===== src/sv/gdrc_ram.sv =====
`timescale 1ns / 1ps
`default_nettype none
module gdrc_ram #(
  parameter int WIDTH = 1,
  parameter int DEPTH = 1024
) (
  input  wire logic                     clk,
  input  wire logic                     we,
  input  wire logic [$clog2(DEPTH)-1:0] addr,
  input  wire logic [WIDTH-1:0]         wdata,
  output logic      [WIDTH-1:0]         rdata
);

  logic [WIDTH-1:0] mem [DEPTH];

  always_ff @(posedge clk) begin
    if (we) begin
      mem[addr] <= wdata;
    end
    rdata <= mem[addr];
  end

endmodule
`default_nettype wire


===== config.mk =====
export PLATFORM = sky130hd
export DESIGN_NAME = gdrc_ram
export DESIGN_NICKNAME = d
export VERILOG_FILES = /design/src/sv/gdrc_ram.sv
export SDC_FILE = /design/constraint.sdc
export NUM_CORES = 1
export LEC_CHECK = 0
export CAP_MARGIN = 0
export CORE_MARGIN = 3
export CORE_UTILIZATION = 55
export DETAILED_ROUTE_END_ITERATION = 10
export DONT_BUFFER_PORTS = 1
export PLACE_DENSITY = 0.78
export SYNTH_ARGS = -nofsm -noshare
export SYNTH_HDL_FRONTEND = slang
export SYNTH_SLANG_ARGS = --single-unit

===== constraint.sdc =====
create_clock -name clk -period 3.4 [get_ports clk]
set_input_delay 0.51 -clock clk [delete_from_list [all_inputs] [get_ports clk]]
set_output_delay 0.51 -clock clk [all_outputs]
set_load 0.01 [all_outputs]

==> flow_metrics.tcl <==
set metrics [dict create \
    max_slew.worst_pin.slew_ns 3.87 \
    dpl_cell_area_um2 45500 \
    status "finished, violations left" \
    ir_worst_vdd_v 0.000438 \
    grt_pass1_wl_mm 176 \
    period_needed_ns 4.69 \
    worst-setup-path-type "input port to flip-flop" \
    clkTransAtPathRegs_ns 0.06 \
    insertion_delay_ns 0.67 \
    cts_setup_buffers 0 \
    placed_cells 4216 \
    nets 3281 \
    cts_inserted_buffers 100 \
    stdcell_count 4396 \
    die_y_um 290 \
    syn_area_per_cell_um2 13.2 \
    postCtsResizedCells 0 \
    place_congestion 0.876 \
    vias_per_cell 6.48 \
    p_leak_nw 15.6 \
    design.die.area_um2 84100 \
    syn_to_final_growth_pct 9.72 \
    clock.fmax_mhz 213 \
    async_flop_share_pct 0 \
    detail_route.first_pass.iterations 6 \
    violations "max-slew violations, negative setup slack" \
    synth_edf_count 1024 \
    finalHoldViolations 0 \
    p_sw_mw 5.20 \
    critPathCaptureType "flip-flop" \
    rows 103 \
    drc 0 \
    synth_cell_types 40 \
    hpwl_mm 66.1 \
    num_vias 28500 \
    hold_buffers 0 \
    grt_pass1_vias 27200 \
    yosys_register_bits 1025 \
    hp-class "input port to flip-flop" \
    setup.worst_path.start_class "input port" \
    slew_headroom_pct -158 \
    ant_nets 0 \
    path_max_fanout 490 \
    n_antenna_cell 0 \
    routed_wl_mm 121 \
    synth_top_area_cell "edfxtp_1" \
    first_iter_violations 5219 \
    post-place-ws_ns 0.473 \
    core_area_um2 79400 \
    cts.sinks 1025 \
    synth_top_cell_area_share_pct 69.4 \
    rsz0062_at_grt "no" \
    top_layer_used "met4" \
    wl_per_cell_um 27.6 \
    slew_violations 906 \
    yosysMostFrequentCell "nor2_1" \
    gr-total-overflow 0 \
    antenna_found_initial 1 \
    p_per_area_nw_per_um2 527 \
    yosys-top-cells-area "edfxtp_1 69%, mux2i_1 10%, nor2_1 9.1%, o22ai_1 2.8%, mux4_2 1.6%" \
    setup_viol 1 \
    p_sw_share_pct 20.3 \
    grt_start_max_net_pins 1025 \
    ys.flop_type "edfxtp_1" \
    clockBufferDepth 3 \
    setup_slack_ns -1.29 \
    seq_power_share_pct 54.3 \
    min_period_over_period_pct 138 \
    arrival_ns 5.22 \
    die_w_um 290 \
    dr_wl_met3_mm 16.6 \
    comb_power_share_pct 3.6 \
    ios 14 \
    h-tree-depth 3 \
    maxCapViolations 0 \
    grt.total_usage_pct 28.1 \
    place.port_buffers 0 \
    initial_core_util_pct 55.9 \
    ys_warn_count 0 \
    cts_tree "built" \
    ys_seq_area_share_pct 69.4 \
    fin_area_um2 48600 \
    cp.required_ns 3.93 \
    synth_nets 3382 \
    syn_inst 3369 \
    synth_common_cells "1080 x nor2_1, 1024 x edfxtp_1, 456 x mux2i_1, 198 x o22ai_1, 174 x clkbuf_1" \
    clockRootBuffer "clkbuf_16" \
    ff2ff_setup_slack_ns 0.77 \
    final_layout_size_suffix_gt1_share_pct 10.0 \
    clock_skew_ns 0.0395 \
    synth_area_um2 44300 \
    wl_met2_mm 54.6 \
    met1Wirelength_mm 43.3 \
    power.internal_mw 20.5 \
    clkPwrFrac_pct 42.1 \
]
[power groups by stage]
stage	sequential, mW	combinational [mW]	clock [mW]
2_1_floorplan	14.2	0.675	0
3_3_place_gp	14.2	0.789	0
3_5_place_dp	14.2	0.797	0
4_1_cts	13.9	0.802	10.8
5_1_grt	13.9	0.862	11.3
6_report	13.9	0.916	10.8
[stage by stage]
stage	hold slack [ns]	setup TNS [ns]	util (%)	power, mW
3_3_place_gp	0.680	0	57.3	15.0
5_1_grt	0.0389	0	61.3	26.1
4_1_cts	0.0119	0	61.3	25.5
3_5_place_dp	0.712	0	57.3	15.0
2_1_floorplan	0.609	0	-	14.9
6_report	0.0311	-1.29	61.3	25.7
[layout make-up]
class                   count  area [µm²]
flip-flops and latches   1025       30800
fillers                  5842       30700
multi-input cells        2022       12200
clock buffers             130        2730
well taps                1050        1310
repair buffers            116        1150
clock inverters            50         437
inverters                   3        11.3
[worst max-delay path, stage by stage]
cell and delay, ns:
mux2i_1 1.26, o22ai_1 0.19, a211oi_1 0.33, nand3_1 0.17
o2111ai_1 0.20, o211ai_1 0.25, a211oi_1 0.39, nand3_1 0.16
[final timing paths]
kind	end	start	cells past startpoint
worst min-delay path	rdata$_DFF_P_	addr[6]	2
worst min register to register	rdata$_DFF_P_	mem[144]$_DFFE_PP_	6
worst max register to register	rdata$_DFF_P_	mem[278]$_DFFE_PP_	7
worst max-delay path	rdata$_DFF_P_	addr[1]	8
[layout by cell type (no fill, tap or decap), drive strengths merged, types with 8 or more instances in the layout]
cell     Yosys  routed
nor2      1080    1080
edfxtp    1024    1024
mux2i      456     456
o22ai      198     198
clkbuf     175     130
buf        144     116
nand2       82      82
nor4        44      44
clkinv       1      39
mux4        32      32
nor3        18      18
nand3       15      15
o2111ai     11      11
o211ai      10      10
a211oi       9       9
o21ai        8       8
[routing by layer]
layer,up-vias,global-route usage [%]
met5,-,0
met4,0,14.2
met3,400,6.70
met2,2024,42.5
met1,14100,38.4
li1,12000,-
[logic make-up after synthesis]
family,synth area share [%]
muxes,11.9
DFF,69.4
AOI/OAI and AO/OA,3.61
buffers and inverters,3.31
and+or+nand+nor,11.8
[state kept, by name, summed over array words and instances, names as in the netlist]
register,cells
rdata,1
mem,1024
(Power assumes the default switching activity.)
