<file path="src/sv/gdrc_pkg.sv">
`timescale 1ns / 1ps
`default_nettype none
package gdrc_pkg;

  localparam int FRAC_BITS = 8;
  localparam int COORD_W   = 13;
  localparam int CELL_W    = 5;
  localparam int DIST_W    = 16;

  // squares and root of the ray length
  localparam int SQ_W   = 2 * COORD_W + 1;
  localparam int RAD_W  = 44;
  localparam int ROOT_W = RAD_W / 2;
  // side lengths, walked distance
  localparam int LEN_W  = 24;
  // shared divider
  localparam int NUM_W  = COORD_W + LEN_W + FRAC_BITS;
  localparam int DEN_W  = ROOT_W;

  localparam logic [1:0] FUNC_CAST   = 2'd0;
  localparam logic [1:0] FUNC_TOGGLE = 2'd1;
  localparam logic [1:0] FUNC_CLEAR  = 2'd2;
  localparam logic [1:0] FUNC_NONE   = 2'd3;

  localparam int          REG_ADDR_W   = 3;
  localparam logic        REG_MAX_DIST = 1'b0;
  localparam logic [15:0] MAXD_RESET   = 16'd25600;

  typedef struct packed {
    logic [1:0]         func;
    logic [COORD_W-1:0] start_x;
    logic [COORD_W-1:0] start_y;
    logic [COORD_W-1:0] target_x;
    logic [COORD_W-1:0] target_y;
    logic [CELL_W-1:0]  cell_col;
    logic [CELL_W-1:0]  cell_row;
  } in_req_t;

  typedef struct packed {
    logic               hit;
    logic [CELL_W-1:0]  hit_col;
    logic [CELL_W-1:0]  hit_row;
    logic [DIST_W-1:0]  hit_distance;
    logic [COORD_W-1:0] hit_x;
    logic [COORD_W-1:0] hit_y;
  } out_rsp_t;

endpackage
`default_nettype wire

</file>
<file path="src/sv/gdrc_sqrt.sv">
`timescale 1ns / 1ps
`default_nettype none
// digit-by-digit integer root, one result bit per cycle
module gdrc_sqrt (
  input  wire logic                        clk,
  input  wire logic                        rst,
  input  wire logic                        start,
  input  wire logic [gdrc_pkg::RAD_W-1:0]  radicand,
  output logic                             done,
  output logic      [gdrc_pkg::ROOT_W-1:0] root
);

  localparam int REM_W = gdrc_pkg::ROOT_W + 2;
  localparam int CNT_W = $clog2(gdrc_pkg::ROOT_W + 1);

  logic [gdrc_pkg::RAD_W-1:0] rad;
  logic [REM_W-1:0]           rem;
  logic [CNT_W-1:0]           cnt;
  logic [REM_W+1:0]           rem_sh;
  logic [REM_W+1:0]           trial;
  logic                       take;

  assign rem_sh = {rem, rad[gdrc_pkg::RAD_W-1 -: 2]};
  assign trial  = (REM_W + 2)'({root, 2'b01});
  assign take   = rem_sh >= trial;

  always_ff @(posedge clk) begin
    if (rst) begin
      cnt  <= '0;
      done <= 1'b0;
    end else begin
      done <= 1'b0;
      if (start) begin
        rad  <= radicand;
        rem  <= '0;
        root <= '0;
        cnt  <= CNT_W'(gdrc_pkg::ROOT_W);
      end else if (cnt != '0) begin
        rad  <= rad << 2;
        rem  <= take ? REM_W'(rem_sh - trial) : REM_W'(rem_sh);
        root <= {root[gdrc_pkg::ROOT_W-2:0], take};
        cnt  <= cnt - 1'b1;
        done <= cnt == CNT_W'(1);
      end
    end
  end

endmodule
`default_nettype wire

</file>
<file path="config.mk">
export PLATFORM = sky130hd
export DESIGN_NAME = gdrc_sqrt
export DESIGN_NICKNAME = d
export VERILOG_FILES = /design/src/sv/gdrc_pkg.sv /design/src/sv/gdrc_sqrt.sv
export SDC_FILE = /design/constraint.sdc
export NUM_CORES = 1
export LEC_CHECK = 0
export ABC_AREA = 1
export BUFFER_PORTS_ARGS = -buffer_cell sky130_fd_sc_hd__buf_4
export CORE_MARGIN = 2
export CORE_UTILIZATION = 25
export DETAILED_ROUTE_END_ITERATION = 12
export GPL_TIMING_DRIVEN = 0
export PLACE_DENSITY = 0.43
export SYNTH_ARGS = -nofsm -noshare
export SYNTH_HDL_FRONTEND = slang
export SYNTH_SLANG_ARGS = --single-unit
</file>
<file path="constraint.sdc">
create_clock -name clk -period 4.52 [get_ports clk]
set_input_delay 0.226 -clock clk [delete_from_list [all_inputs] [get_ports clk]]
set_output_delay 0.226 -clock clk [all_outputs]
set_load 0.005 [all_outputs]
</file>
==> reports/results.ini <==
[timing]
period_share_pct = 55.0
period_minus_slack_ns = 2.48
max_slew_margin_pct = 57.2
fin_skew_ns = 0.0123
fmax_ghz = 0.403
rsz0062_at_grt = false
hold_viol = 0
tightest_slew_ns = 0.642
tns_ns = 0
setup_violations = 0
drv_slew = 0

[global_routing]
grt_overflow_total = 0
grt_pass1_wl_um = 25500
antenna_found_initial = 0
grt_max_degree = 67
globalRouteTotalUtil_pct = 12.6
grt_pass1_vias = 4880

[pwr]
total_power_uw = 3080
power.density_nw_per_um2 = 421
power.leakage_uw = 0.00363
vdd_drop_max_uv = 186

[clock_network]
htreeDepth = 3
cts_root_buffer = clkbuf_16
cts_tree = built
cts_hold_buffers = 0
path_clk_slew_ns = 0.08
cts_buffer_depth = 2
cts_made_buffers = 9
post_cts_buffers = 0
insertion_delay_ns = 0.36
cts.sinks = 96
cts_resized = 0

[die]
die_w_um = 160
start_util_pct = 25.3
rows = 57
die_area_um2 = 25600
core_um2 = 24100
pin_count = 70
die_h_um = 160

[setup_path]
crit_family = simple AND/OR/NAND/NOR gates
crit_chain = inv_1 > ha_1 > nand2_1 > nor2_1 > nand3_1 > nand3_2 > nand3b_4 > nand2_8 > buf_6 > nand3_1 > nand2_1 > inv_1
endpoint_kind = flop
cp_num_buf_inv = 3
path_class = flop to flop
cp-start-kind = flop
slowest_stage = edfxtp_1
crit_fanout = 10
required_ns = 4.64
slowest_delay_ns = 0.45
arrival_ns = 2.60

[routing]
wl_um = 15800
wl_met1_um = 7410
drt_iter0_drc = 241
wl_per_cell_um = 13.2
met3_length_um = 885
via_per_inst = 4.10
drt.antenna.violating_nets = 0
num_vias = 4919
drt_pass1_iterations = 5
met2WireLength_um = 7280
top_layer = met4
drc = 0

[synthesis]
ys_seq_area_share_pct = 46.4
syn_nets = 865
synthSimpleGateAreaFrac_pct = 34.4
postSynthCellCount = 791
yosysTopAreaCell = edfxtp_1
synth_compound_area_share_pct = 2.24
yosys.area_share.xor_xnor_pct = 1.87
synth_area_um2 = 6090
muxShareOfSynthArea_pct = 0
ys_seq_elements = 96
syn_avg_cell_area_um2 = 7.70
synth_top_family_by_area = simple AND/OR/NAND/NOR gates
synthAdderAreaFrac_pct = 5.55
synth_warnings = 0
synth_top_cell_area_share_pct = 44.4
synth_cell_types = 35
synth_area_leaders = edfxtp_1 44%, nand2_1 20%, inv_1 7.2%

[placed_design]
dp_hpwl_um = 12300
gp_congestion = 0.820
portBuffers = 68
placed_area_um2 = 7030

[cells_and_area]
nets = 945
mostFrequentLayoutCells = 323 x nand2_1, 116 x inv_1, 90 x edfxtp_1
mostFrequentLayoutCell = nand2_1
design_area_um2 = 7330
multi_input_area_um2 = 2680
area_delta_synth_final_pct = 20.3
num-fill-cells = 2715
drive_gt1_share_pct = 15.4
diodes = 0
seqCellArea_um2 = 2820

[status]
status = completed

[min_path]
hold_path_class = input pin to flop

[run]
cap_violations = 0

==> registers in the layout, summed over array words and instances (netlist names) <==
register and count:
cnt 5, root 22, rem 24, done 1, rad 44
==> cells by family after synthesis <==
group / after synthesis
AO/OA/AOI/OAI: 23
AND/OR/NAND/NOR: 486
flip-flops: 96
XOR/XNOR: 13
buffers and inverters: 146
adder cells (fa/ha/maj): 27
==> per-stage QoR <==
step | hold slack (ns) | instances | utilization [%] | worst slack, ns
final | 0.0646 | 1200 | 30.4 | 2.04
after global routing | 0.0478 | 1200 | 30.4 | 1.81
after CTS | 0.0476 | 1200 | 30.4 | 2.04
after detailed placement | 0.432 | 1184 | 29.2 | 2.06
after global placement | 0.426 | 1183 | 29.1 | 0.176
after floorplan | 0.295 | 791 | - | 1.44
==> cell usage after synthesis, drive strengths merged <==
cell	n
nand2	336
inv	126
nor2	91
edfxtp	90
nand3	31
ha	27
nand3b	16
a21oi	14
clkbuf	14
xor2	13
nand4	7
dfxtp	6
o21ai	6
buf	5
nor3	3
or2	2
a211oi	1
a31oi	1
clkinv	1
o21bai	1
==> final timing paths <==
kind | cells past startpoint | end | slack (ns) | from
worst min register to register | 1 | cnt[0] | 0.49 | cnt[0]
worst max-delay path | 12 | rem[21] | 2.04 | root[2]
worst min-delay path | 2 | cnt[2] | 0.06 | rst
worst max register to register | 12 | rem[21] | 2.04 | root[2]
==> metal layers <==
layer,track usage (%),up-vias
met5,0,-
met4,3.07,0
met3,2.81,14
met2,20.9,104
met1,16.8,2189
li1,-,2612
==> report_power, final <==
part | internal (uW) | leakage [uW] | switching, uW
logic | 416 | 0.00254 | 724
clock network | 387 | 0.000143 | 386
registers | 1120 | 0.000946 | 48.8
==> area by class of cell <==
class	count	share of cell area (%)
multi-input combinational	549	36.6
buffer	19	1.43
inverter	127	6.58
timing repair buffer	69	7.34
sequential	96	38.5
clock inverter	7	0.905
tap	324	5.53
clock buffer	9	3.07
(Power assumes the default switching activity.)
