File: src/sv/gdrc_pkg.sv
`timescale 1ns / 1ps
`default_nettype none
package gdrc_pkg;

  localparam int FRAC_BITS = 8;
  localparam int COORD_W   = 13;
  localparam int CELL_W    = 5;
  localparam int DIST_W    = 16;

  // squares and root of the ray length
  localparam int SQ_W   = 2 * COORD_W + 1;
  localparam int RAD_W  = 44;
  localparam int ROOT_W = RAD_W / 2;
  // side lengths, walked distance
  localparam int LEN_W  = 24;
  // shared divider
  localparam int NUM_W  = COORD_W + LEN_W + FRAC_BITS;
  localparam int DEN_W  = ROOT_W;

  localparam logic [1:0] FUNC_CAST   = 2'd0;
  localparam logic [1:0] FUNC_TOGGLE = 2'd1;
  localparam logic [1:0] FUNC_CLEAR  = 2'd2;
  localparam logic [1:0] FUNC_NONE   = 2'd3;

  localparam int          REG_ADDR_W   = 3;
  localparam logic        REG_MAX_DIST = 1'b0;
  localparam logic [15:0] MAXD_RESET   = 16'd25600;

  typedef struct packed {
    logic [1:0]         func;
    logic [COORD_W-1:0] start_x;
    logic [COORD_W-1:0] start_y;
    logic [COORD_W-1:0] target_x;
    logic [COORD_W-1:0] target_y;
    logic [CELL_W-1:0]  cell_col;
    logic [CELL_W-1:0]  cell_row;
  } in_req_t;

  typedef struct packed {
    logic               hit;
    logic [CELL_W-1:0]  hit_col;
    logic [CELL_W-1:0]  hit_row;
    logic [DIST_W-1:0]  hit_distance;
    logic [COORD_W-1:0] hit_x;
    logic [COORD_W-1:0] hit_y;
  } out_rsp_t;

endpackage
`default_nettype wire

File: src/sv/gdrc_div.sv
`timescale 1ns / 1ps
`default_nettype none
// restoring divider, one quotient bit per cycle
module gdrc_div (
  input  wire logic                       clk,
  input  wire logic                       rst,
  input  wire logic                       start,
  input  wire logic [gdrc_pkg::NUM_W-1:0] num,
  input  wire logic [gdrc_pkg::DEN_W-1:0] den,
  output logic                            done,
  output logic      [gdrc_pkg::NUM_W-1:0] quot
);

  localparam int CNT_W = $clog2(gdrc_pkg::NUM_W + 1);

  logic [gdrc_pkg::DEN_W-1:0] den_q;
  logic [gdrc_pkg::DEN_W-1:0] rem;
  logic [CNT_W-1:0]           cnt;
  logic [gdrc_pkg::DEN_W:0]   rem_sh;
  logic                       take;

  assign rem_sh = {rem, quot[gdrc_pkg::NUM_W-1]};
  assign take   = rem_sh >= {1'b0, den_q};

  always_ff @(posedge clk) begin
    if (rst) begin
      cnt  <= '0;
      done <= 1'b0;
    end else begin
      done <= 1'b0;
      if (start) begin
        quot  <= num;
        den_q <= den;
        rem   <= '0;
        cnt   <= CNT_W'(gdrc_pkg::NUM_W);
      end else if (cnt != '0) begin
        rem  <= take ? gdrc_pkg::DEN_W'(rem_sh - {1'b0, den_q})
                     : gdrc_pkg::DEN_W'(rem_sh);
        quot <= {quot[gdrc_pkg::NUM_W-2:0], take};
        cnt  <= cnt - 1'b1;
        done <= cnt == CNT_W'(1);
      end
    end
  end

endmodule
`default_nettype wire

File: config.mk
export PLATFORM = sky130hd
export DESIGN_NAME = gdrc_div
export DESIGN_NICKNAME = d
export VERILOG_FILES = /design/src/sv/gdrc_pkg.sv /design/src/sv/gdrc_div.sv
export SDC_FILE = /design/constraint.sdc
export NUM_CORES = 1
export LEC_CHECK = 0
export BUFFER_PORTS_ARGS = -buffer_cell sky130_fd_sc_hd__buf_2
export CAP_MARGIN = 20
export CORE_ASPECT_RATIO = 2
export CORE_MARGIN = 3
export CORE_UTILIZATION = 55
export CTS_CLUSTER_DIAMETER = 100
export DETAILED_ROUTE_END_ITERATION = 10
export GPL_ROUTABILITY_DRIVEN = 1
export HOLD_SLACK_MARGIN = 0.02
export PLACE_DENSITY = 0.81
export SLEW_MARGIN = 15
export SYNTH_ARGS = -nofsm -noshare
export SYNTH_HDL_FRONTEND = slang
export SYNTH_SLANG_ARGS = --single-unit
File: constraint.sdc
create_clock -name clk -period 9.05 [get_ports clk]
set_clock_uncertainty 0.1 [all_clocks]
set_input_delay 0.4525 -clock clk [delete_from_list [all_inputs] [get_ports clk]]
set_output_delay 0.4525 -clock clk [all_outputs]
set_load 0.01 [all_outputs]
==> results of run 1 <==
==> cells in the final DEF, fill, tap and decap left out, types with 9 or more instances in the layout <==
| cell | synthesis | routed |
|---|---|---|
| ha_1 | 25 | 25 |
| nand2_1 | 22 | 22 |
| xnor2_1 | 13 | 13 |
| inv_1 | 32 | 32 |
| nand3_1 | 17 | 17 |
| mux2_2 | 46 | 46 |
| buf_2 | 0 | 115 |
| nor2_1 | 27 | 25 |
| edfxtp_1 | 89 | 89 |
| mux2i_1 | 10 | 10 |
| clkbuf_16 | 0 | 9 |
| a21oi_1 | 28 | 28 |
| o21ai_0 | 10 | 10 |
==> stage by stage <==
| stage | cells | utilization [%] | power [W] | hold slack (ps) |
|---|---|---|---|---|
| finish | 640 | 67.2 | 0.00130 | 190 |
| global route | 640 | 67.2 | 0.00137 | 178 |
| CTS | 640 | 67.2 | 0.00131 | 182 |
| detailed placement | 624 | 64.1 | 0.000946 | 460 |
| global placement | 624 | 64.1 | 0.000930 | 421 |
| floorplan | 418 | - | 0.000856 | 404 |
==> sequential cells by signal, indices dropped and copies added, names as in the netlist <==
signal	cells
den_q	22
rem	22
cnt	6
quot	45
done	1
==> report_power, final <==
group          switching, W  leakage, nW  total [W]  internal, W
Sequential        0.0000268        0.925   0.000575     0.000548
Combinational      0.000209         1.48   0.000367     0.000158
Clock              0.000169        0.128   0.000359     0.000190
==> worst register-to-register path, cell delays in order, from the launching register on <==
cell and delay (ps):
edfxtp_1 450, ha_1 320, nor2b_2 150, o2111ai_1 200, a2111oi_2 430, nor3_1 110, or4_4 610, nand2_8 240
mux2i_1 280, nor2_1 60
==> layer usage <==
layer / GRT usage (%) / up-vias / routed length (microns)
li1: - / 1782 / -
met1: 25.5 / 1775 / 4030
met2: 39.3 / 150 / 6190
met3: 4.58 / 32 / 662
met4: 12.5 / 0 / 475
met5: 0 / - / 0
==> cells by family after synthesis <==
group | after synthesis | synth area share [%]
buffers and inverters | 47 | 4.02
and+or+nand+nor | 99 | 9.69
muxes | 56 | 12.0
adders and majority gates | 26 | 6.44
DFF | 96 | 54.4
AOI/OAI and AO/OA | 74 | 10.1
xor gates and xnor gates | 20 | 3.39
==> final cells by class <==
class / count / area [sq um] / share of cell area, %
timing repair buffer: 118 / 598 / 9.81
sequential: 96 / 2810 / 46.1
multi-input combinational: 275 / 2160 / 35.4
clock inverter: 6 / 51.3 / 0.841
tap: 102 / 128 / 2.09
inverter: 33 / 124 / 2.03
clock buffer: 10 / 229 / 3.75
==> worst paths after layout <==
| check | startpoint | end | slack [ps] | cells past startpoint |
|---|---|---|---|---|
| worst max-delay path | rem[0]$_SDFFCE_PP0P_ | rem[5]$_SDFFCE_PP0P_ | 5820 | 9 |
| worst min-delay path | den[16] | den_q[16]$_DFFE_PP_ | 190 | 1 |
| worst max register to register | rem[0]$_SDFFCE_PP0P_ | rem[5]$_SDFFCE_PP0P_ | 5820 | 9 |
| worst min register to register | quot[42]$_DFFE_PP_ | quot[43]$_DFFE_PP_ | 480 | 1 |
==> run_results.csv, run 1 <==
group,metric,value,unit
status,status,"complete, no violations",
finish,syn2layout_area_growth,18.0,%
grt,grt.overflow.total,0,
logic_synthesis,syn_inst,418,
sta,worstMarginPinSlew,835,ps
pwr,ir_drop,0.166,mV
critical_path,critPathKind,"reg -> reg",
finish,fillers,678,
logic_synthesis,yosys_warnings,0,
route,drt_iter0_markers,313,
logic_synthesis,synthTopCellsByCount,"edfxtp_1, mux2_2, inv_1",
sta,setup_viol,0,
logic_synthesis,yosysMostFrequentCell,"edfxtp_1",
pwr,powerDensity,213,nW/um^2
critical_path,path_buf_inv,0,
sta,slew_violations,0,
route,drc_errors,0,
critical_path,arrival,3180,ps
grt,antenna_found_initial,0,
grt,grt_start_max_net_pins,70,
floorplanning,rows,49,
logic_synthesis,yosysTopAreaCell,"edfxtp_1",
finish,drive_above_1_share,36.2,%
critical_path,max_stage_delay,610,ps
route,wl_per_cell,17.7,microns
logic_synthesis,synth_area_leaders,"edfxtp_1, mux2_2, ha_1, a21oi_1, dfxtp_1",
route,antenna_left,0,
logic_synthesis,synthArstFlopShare,0,%
clocking,clockBufferDepth,2,
clocking,postCtsSetupBuffers,0,
sta,slew_headroom,44.3,%
placed_design,port_buffers,115,
logic_synthesis,syn-cell-area,5170,sq um
placed_design,placed_cell_area,5820,sq um
grt,grt_pass1_wl,18.7,mm
finish,design_area,6100,sq um
clocking,tritoncts,"done",
job,drv_cap,0,
clocking,clock_latency,330,ps
clocking,cts-root-buf,"clkbuf_16",
finish,nNetsFinal,629,
sta,rsz0062_at_grt,"false",
hold_path,hp-class,"in -> reg",
logic_synthesis,syn_nets,514,
floorplanning,core,9070,sq um
clocking,htreeDepth,3,
clocking,ctsHoldBuffers,0,
critical_path,crit_chain,"ha_1 > nor2b_2 > o2111ai_1 > a2111oi_2 > nor3_1 > or4_4 > nand2_8 > mux2i_1 > nor2_1",
sta,period_share,35.6,%
sta,post-route-min-period,3230,ps
clocking,cts.sinks,96,
route,first_pass_iters,4,
route,routed_wl,11.4,mm
critical_path,crit_path_top_delay_cell,"or4_4",
sta,setup_tns,0,ps
critical_path,required,9010,ps
grt,grt_pass1_vias,4047,
finish,n_antenna_cell,0,
floorplanning,start_util,56.9,%
logic_synthesis,synthFlopType,"edfxtp_1",
floorplanning,ios,116,
logic_synthesis,syn_avg_cell_area,12.4,sq um
route,viasPerCell,5.84,
critical_path,path_max_fanout,28,
clocking,path_clk_slew,70,ps
route,vias,3739,
floorplanning,die-height,143,microns
logic_synthesis,synth_edf_count,89,
logic_synthesis,seq_area_frac_synth,54.4,%
placed_design,hpwlAfterDp,8.40,mm
sta,fmax,310,MHz
pwr,power.leakage,2.53,nW
logic_synthesis,synth-seq-cells,96,
critical_path,worst_setup_path_end_kind,"flop",
critical_path,cpLargestDelayFamily,"simple AND/OR/NAND/NOR gates",
sta,hold_viol_final,0,
sta,timing.final.ws_setup,5820,ps
floorplanning,die_w,74.5,microns
placed_design,place_ws,5870,ps
logic_synthesis,synth_top_area_share,51.7,%
floorplanning,dieArea,10700,sq um
clocking,cts_made_buffers,9,
grt,grt_usage,22.8,%
critical_path,start_kind,"flop",
placed_design,globalplace.congestion,0.919,
clocking,post_cts_resized,0,
logic_synthesis,synth_cell_types,56,
Note: power is estimated with default switching activity, not from simulation.
==> inputs of run 2 (changes only) <==
ABC_AREA = 1   (was unset)
CORE_UTILIZATION = 50   (was 55)
PLACE_DENSITY = 0.76   (was 0.81)
clock period = 2.7 ns   (was 9.05 ns; I/O delays follow)
==> run 2 against run 1 <==
Effect of this change:
- final area up 23%
- fmax up 29%
- non-clock buffer count up 70
- clock power rose to 4.1 times the previous value
- sequential power rose to 3.7 times the previous value
- global-route usage up 2.9 points
- cell count up 66%
==> run_results.csv, run 2 <==
group,metric,value,unit
logic_synthesis,synth_area_leaders,"edfxtp_1, nand2_1, inv_1, ha_1, nor2_1",
grt,grt_usage,25.7,%
critical_path,path_max_fanout,14,
floorplanning,rows,55,
hold_path,hp-class,"in -> reg",
sta,slew_violations,0,
sta,fmax,399,MHz
logic_synthesis,syn_inst,734,
pwr,powerDensity,804,nW/um^2
finish,fillers,952,
grt,grt_start_max_net_pins,62,
finish,syn2layout_area_growth,29.9,%
logic_synthesis,synth_edf_count,89,
grt,grt_util_met3,4.76,%
finish,multiInputGateArea,2470,sq um
placed_design,port_buffers,115,
pwr,ir_drop,0.613,mV
logic_synthesis,syn_avg_cell_area,7.90,sq um
placed_design,globalplace.congestion,0.991,
sta,hold_viol_final,0,
logic_synthesis,yosysMostFrequentCell,"nand2_1",
logic_synthesis,synth-seq-cells,96,
pwr,power.leakage,3.85,nW
route,routed_wl,15.7,mm
critical_path,arrival,2510,ps
logic_synthesis,yosys_warnings,0,
logic_synthesis,syn-cell-area,5800,sq um
sta,setup_viol,0,
route,first_pass_iters,7,
grt,grt_pass1_wl,25.3,mm
critical_path,reg2reg_slack,190,ps
route,wl_per_cell,14.8,microns
critical_path,worst_setup_path_end_kind,"flop",
logic_synthesis,synth_cell_types,37,
finish,layout_commonest_cell,"nand2_1",
finish,regArea,2810,sq um
clocking,cts.sinks,96,
route,viasPerCell,5.01,
floorplanning,dieArea,13000,sq um
floorplanning,die_w,82.1,microns
finish,largestRegisters,"quot x45, den_q x22, rem x22",
placed_design,hpwlAfterDp,11.0,mm
clocking,clock_latency,350,ps
sta,post-route-min-period,2510,ps
sta,rsz0062_at_grt,"false",
clocking,cts_made_buffers,9,
grt,met1_usage,27.0,%
sta,period_share,92.9,%
finish,largest-register,"quot",
floorplanning,ios,116,
clocking,cts-root-buf,"clkbuf_16",
clocking,htreeDepth,3,
sta,slew_headroom,59.5,%
logic_synthesis,synthFlopType,"edfxtp_1",
status,status,"complete, no violations",
job,drv_cap,0,
route,drt_iter0_markers,257,
grt,grt-busiest-layer,"met2",
grt,use_met2,46.3,%
route,antenna_left,0,
floorplanning,start_util,51.1,%
critical_path,start_kind,"flop",
clocking,tritoncts,"done",
finish,drive_above_1_share,18.7,%
grt,antenna_found_initial,0,
sta,setup_tns,0,ps
clocking,path_clk_slew,70,ps
clocking,clockBufferDepth,2,
pwr,total_power,0.00606,W
critical_path,critPathKind,"reg -> reg",
logic_synthesis,synthArstFlopShare,0,%
logic_synthesis,seq_area_frac_synth,48.5,%
floorplanning,die-height,158,microns
finish,largest_register_ffs,45,
grt,grt.overflow.total,0,
finish,nNetsFinal,1012,
floorplanning,core,11400,sq um
finish,n_antenna_cell,0,
finish,mostFrequentLayoutCells,"nand2_1, buf_2, inv_1",
logic_synthesis,synthTopCellsByCount,"nand2_1, inv_1, edfxtp_1",
logic_synthesis,synth_top_area_share,46.1,%
critical_path,required,2700,ps
route,vias,5321,
grt,grt_pass1_vias,5451,
route,drc_errors,0,
logic_synthesis,syn_nets,830,
logic_synthesis,yosysTopAreaCell,"edfxtp_1",
sta,worstMarginPinSlew,608,ps
run 2: changes by cell type after synthesis, moves of 6 or more:
cell	change
a21oi_1	-13
inv_1	+73
mux2_2	-46
mux2i_1	-10
nand2_1	+286
nand2_2	+8
nand3_1	+13
nor2_1	+30
nor2_2	+8
nor4_1	-6
o21ai_0	-7
o21bai_1	+10
xnor2_1	-12
run 2: cell families (layout without fill, tap and decap cells):
kind of cell | count (synthesis) | count (layout) | share of synthesized area, %
fa+ha+maj | 26 | 26 | 5.74
compound gates | 36 | 36 | 3.86
simple gates | 435 | 435 | 31.1
buf+inv | 130 | 317 | 9.15
xor+xnor | 11 | 11 | 1.66
flops | 96 | 96 | 48.5
run 2: final cells by class:
type | instances | share of cell area (%)
Clock buffer | 9 | 2.99
Clock inverter | 7 | 1.55
Inverter | 113 | 5.68
Multi-Input combinational cell | 508 | 32.8
Sequential cell | 96 | 37.4
Tap cell | 142 | 2.36
Timing Repair Buffer | 188 | 17.3
run 2: routing by layer:
metal | share of wire, % | wire, microns | vias up
met5 | 0 | 0 | -
met4 | 5.4 | 858 | 0
met3 | 4.6 | 730 | 63
met2 | 55 | 8670 | 181
met1 | 35 | 5490 | 2416
li1 | - | - | 2661
run 2: worst max-delay path, stage by stage (launching register included):
cell and delay [ps]:
edfxtp_1 400, ha_1 410, nand2_1 160, nor2_1 200, nand2_1 80, clkinv_1 60, nand3_1 120, nand4_4 210
buf_4 240, inv_4 120, nor2_1 120, nor2_1 50
run 2: path summary, 6_finish.rpt:
path,end,start,cells past startpoint
hold reg to reg,cnt[0]$_SDFFE_PP0N_,cnt[0]$_SDFFE_PP0N_,2
hold / removal,quot[0]$_DFFE_PP_,num[0],3
setup / recovery,rem[1]$_SDFFCE_PP0P_,rem[14]$_SDFFCE_PP0P_,11
setup reg to reg,rem[1]$_SDFFCE_PP0P_,rem[14]$_SDFFCE_PP0P_,11
run 2: per-stage QoR:
stage / instances / utilization [%] / hold slack (ps) / setup slack [ps] / cell area [sq um]
finish: 1063 / 66.3 / 68.1 / 191 / 7530
global route: 1063 / 66.3 / 81.9 / 35.3 / 7530
CTS: 1063 / 66.3 / 53.1 / 186 / 7530
detailed placement: 981 / 57.5 / 213 / 178 / 6530
global placement: 981 / 57.5 / 212 / 276 / 6530
floorplan: 734 / - / 104 / 170 / 5810
run 2: where the power goes:
group	internal, W	switching [W]
clock	0.000908	0.000561
sequential	0.00196	0.000136
combinational	0.000900	0.00159
run 2: timing repair:
action / 4_1_cts / 5_1_grt
endpoints found under the setup margin: 0 / 0
buffers inserted: 0 / 0
resized for setup: 0 / 0
hold buffers: 66 / 0
hold endpoints to repair: 68 / 0
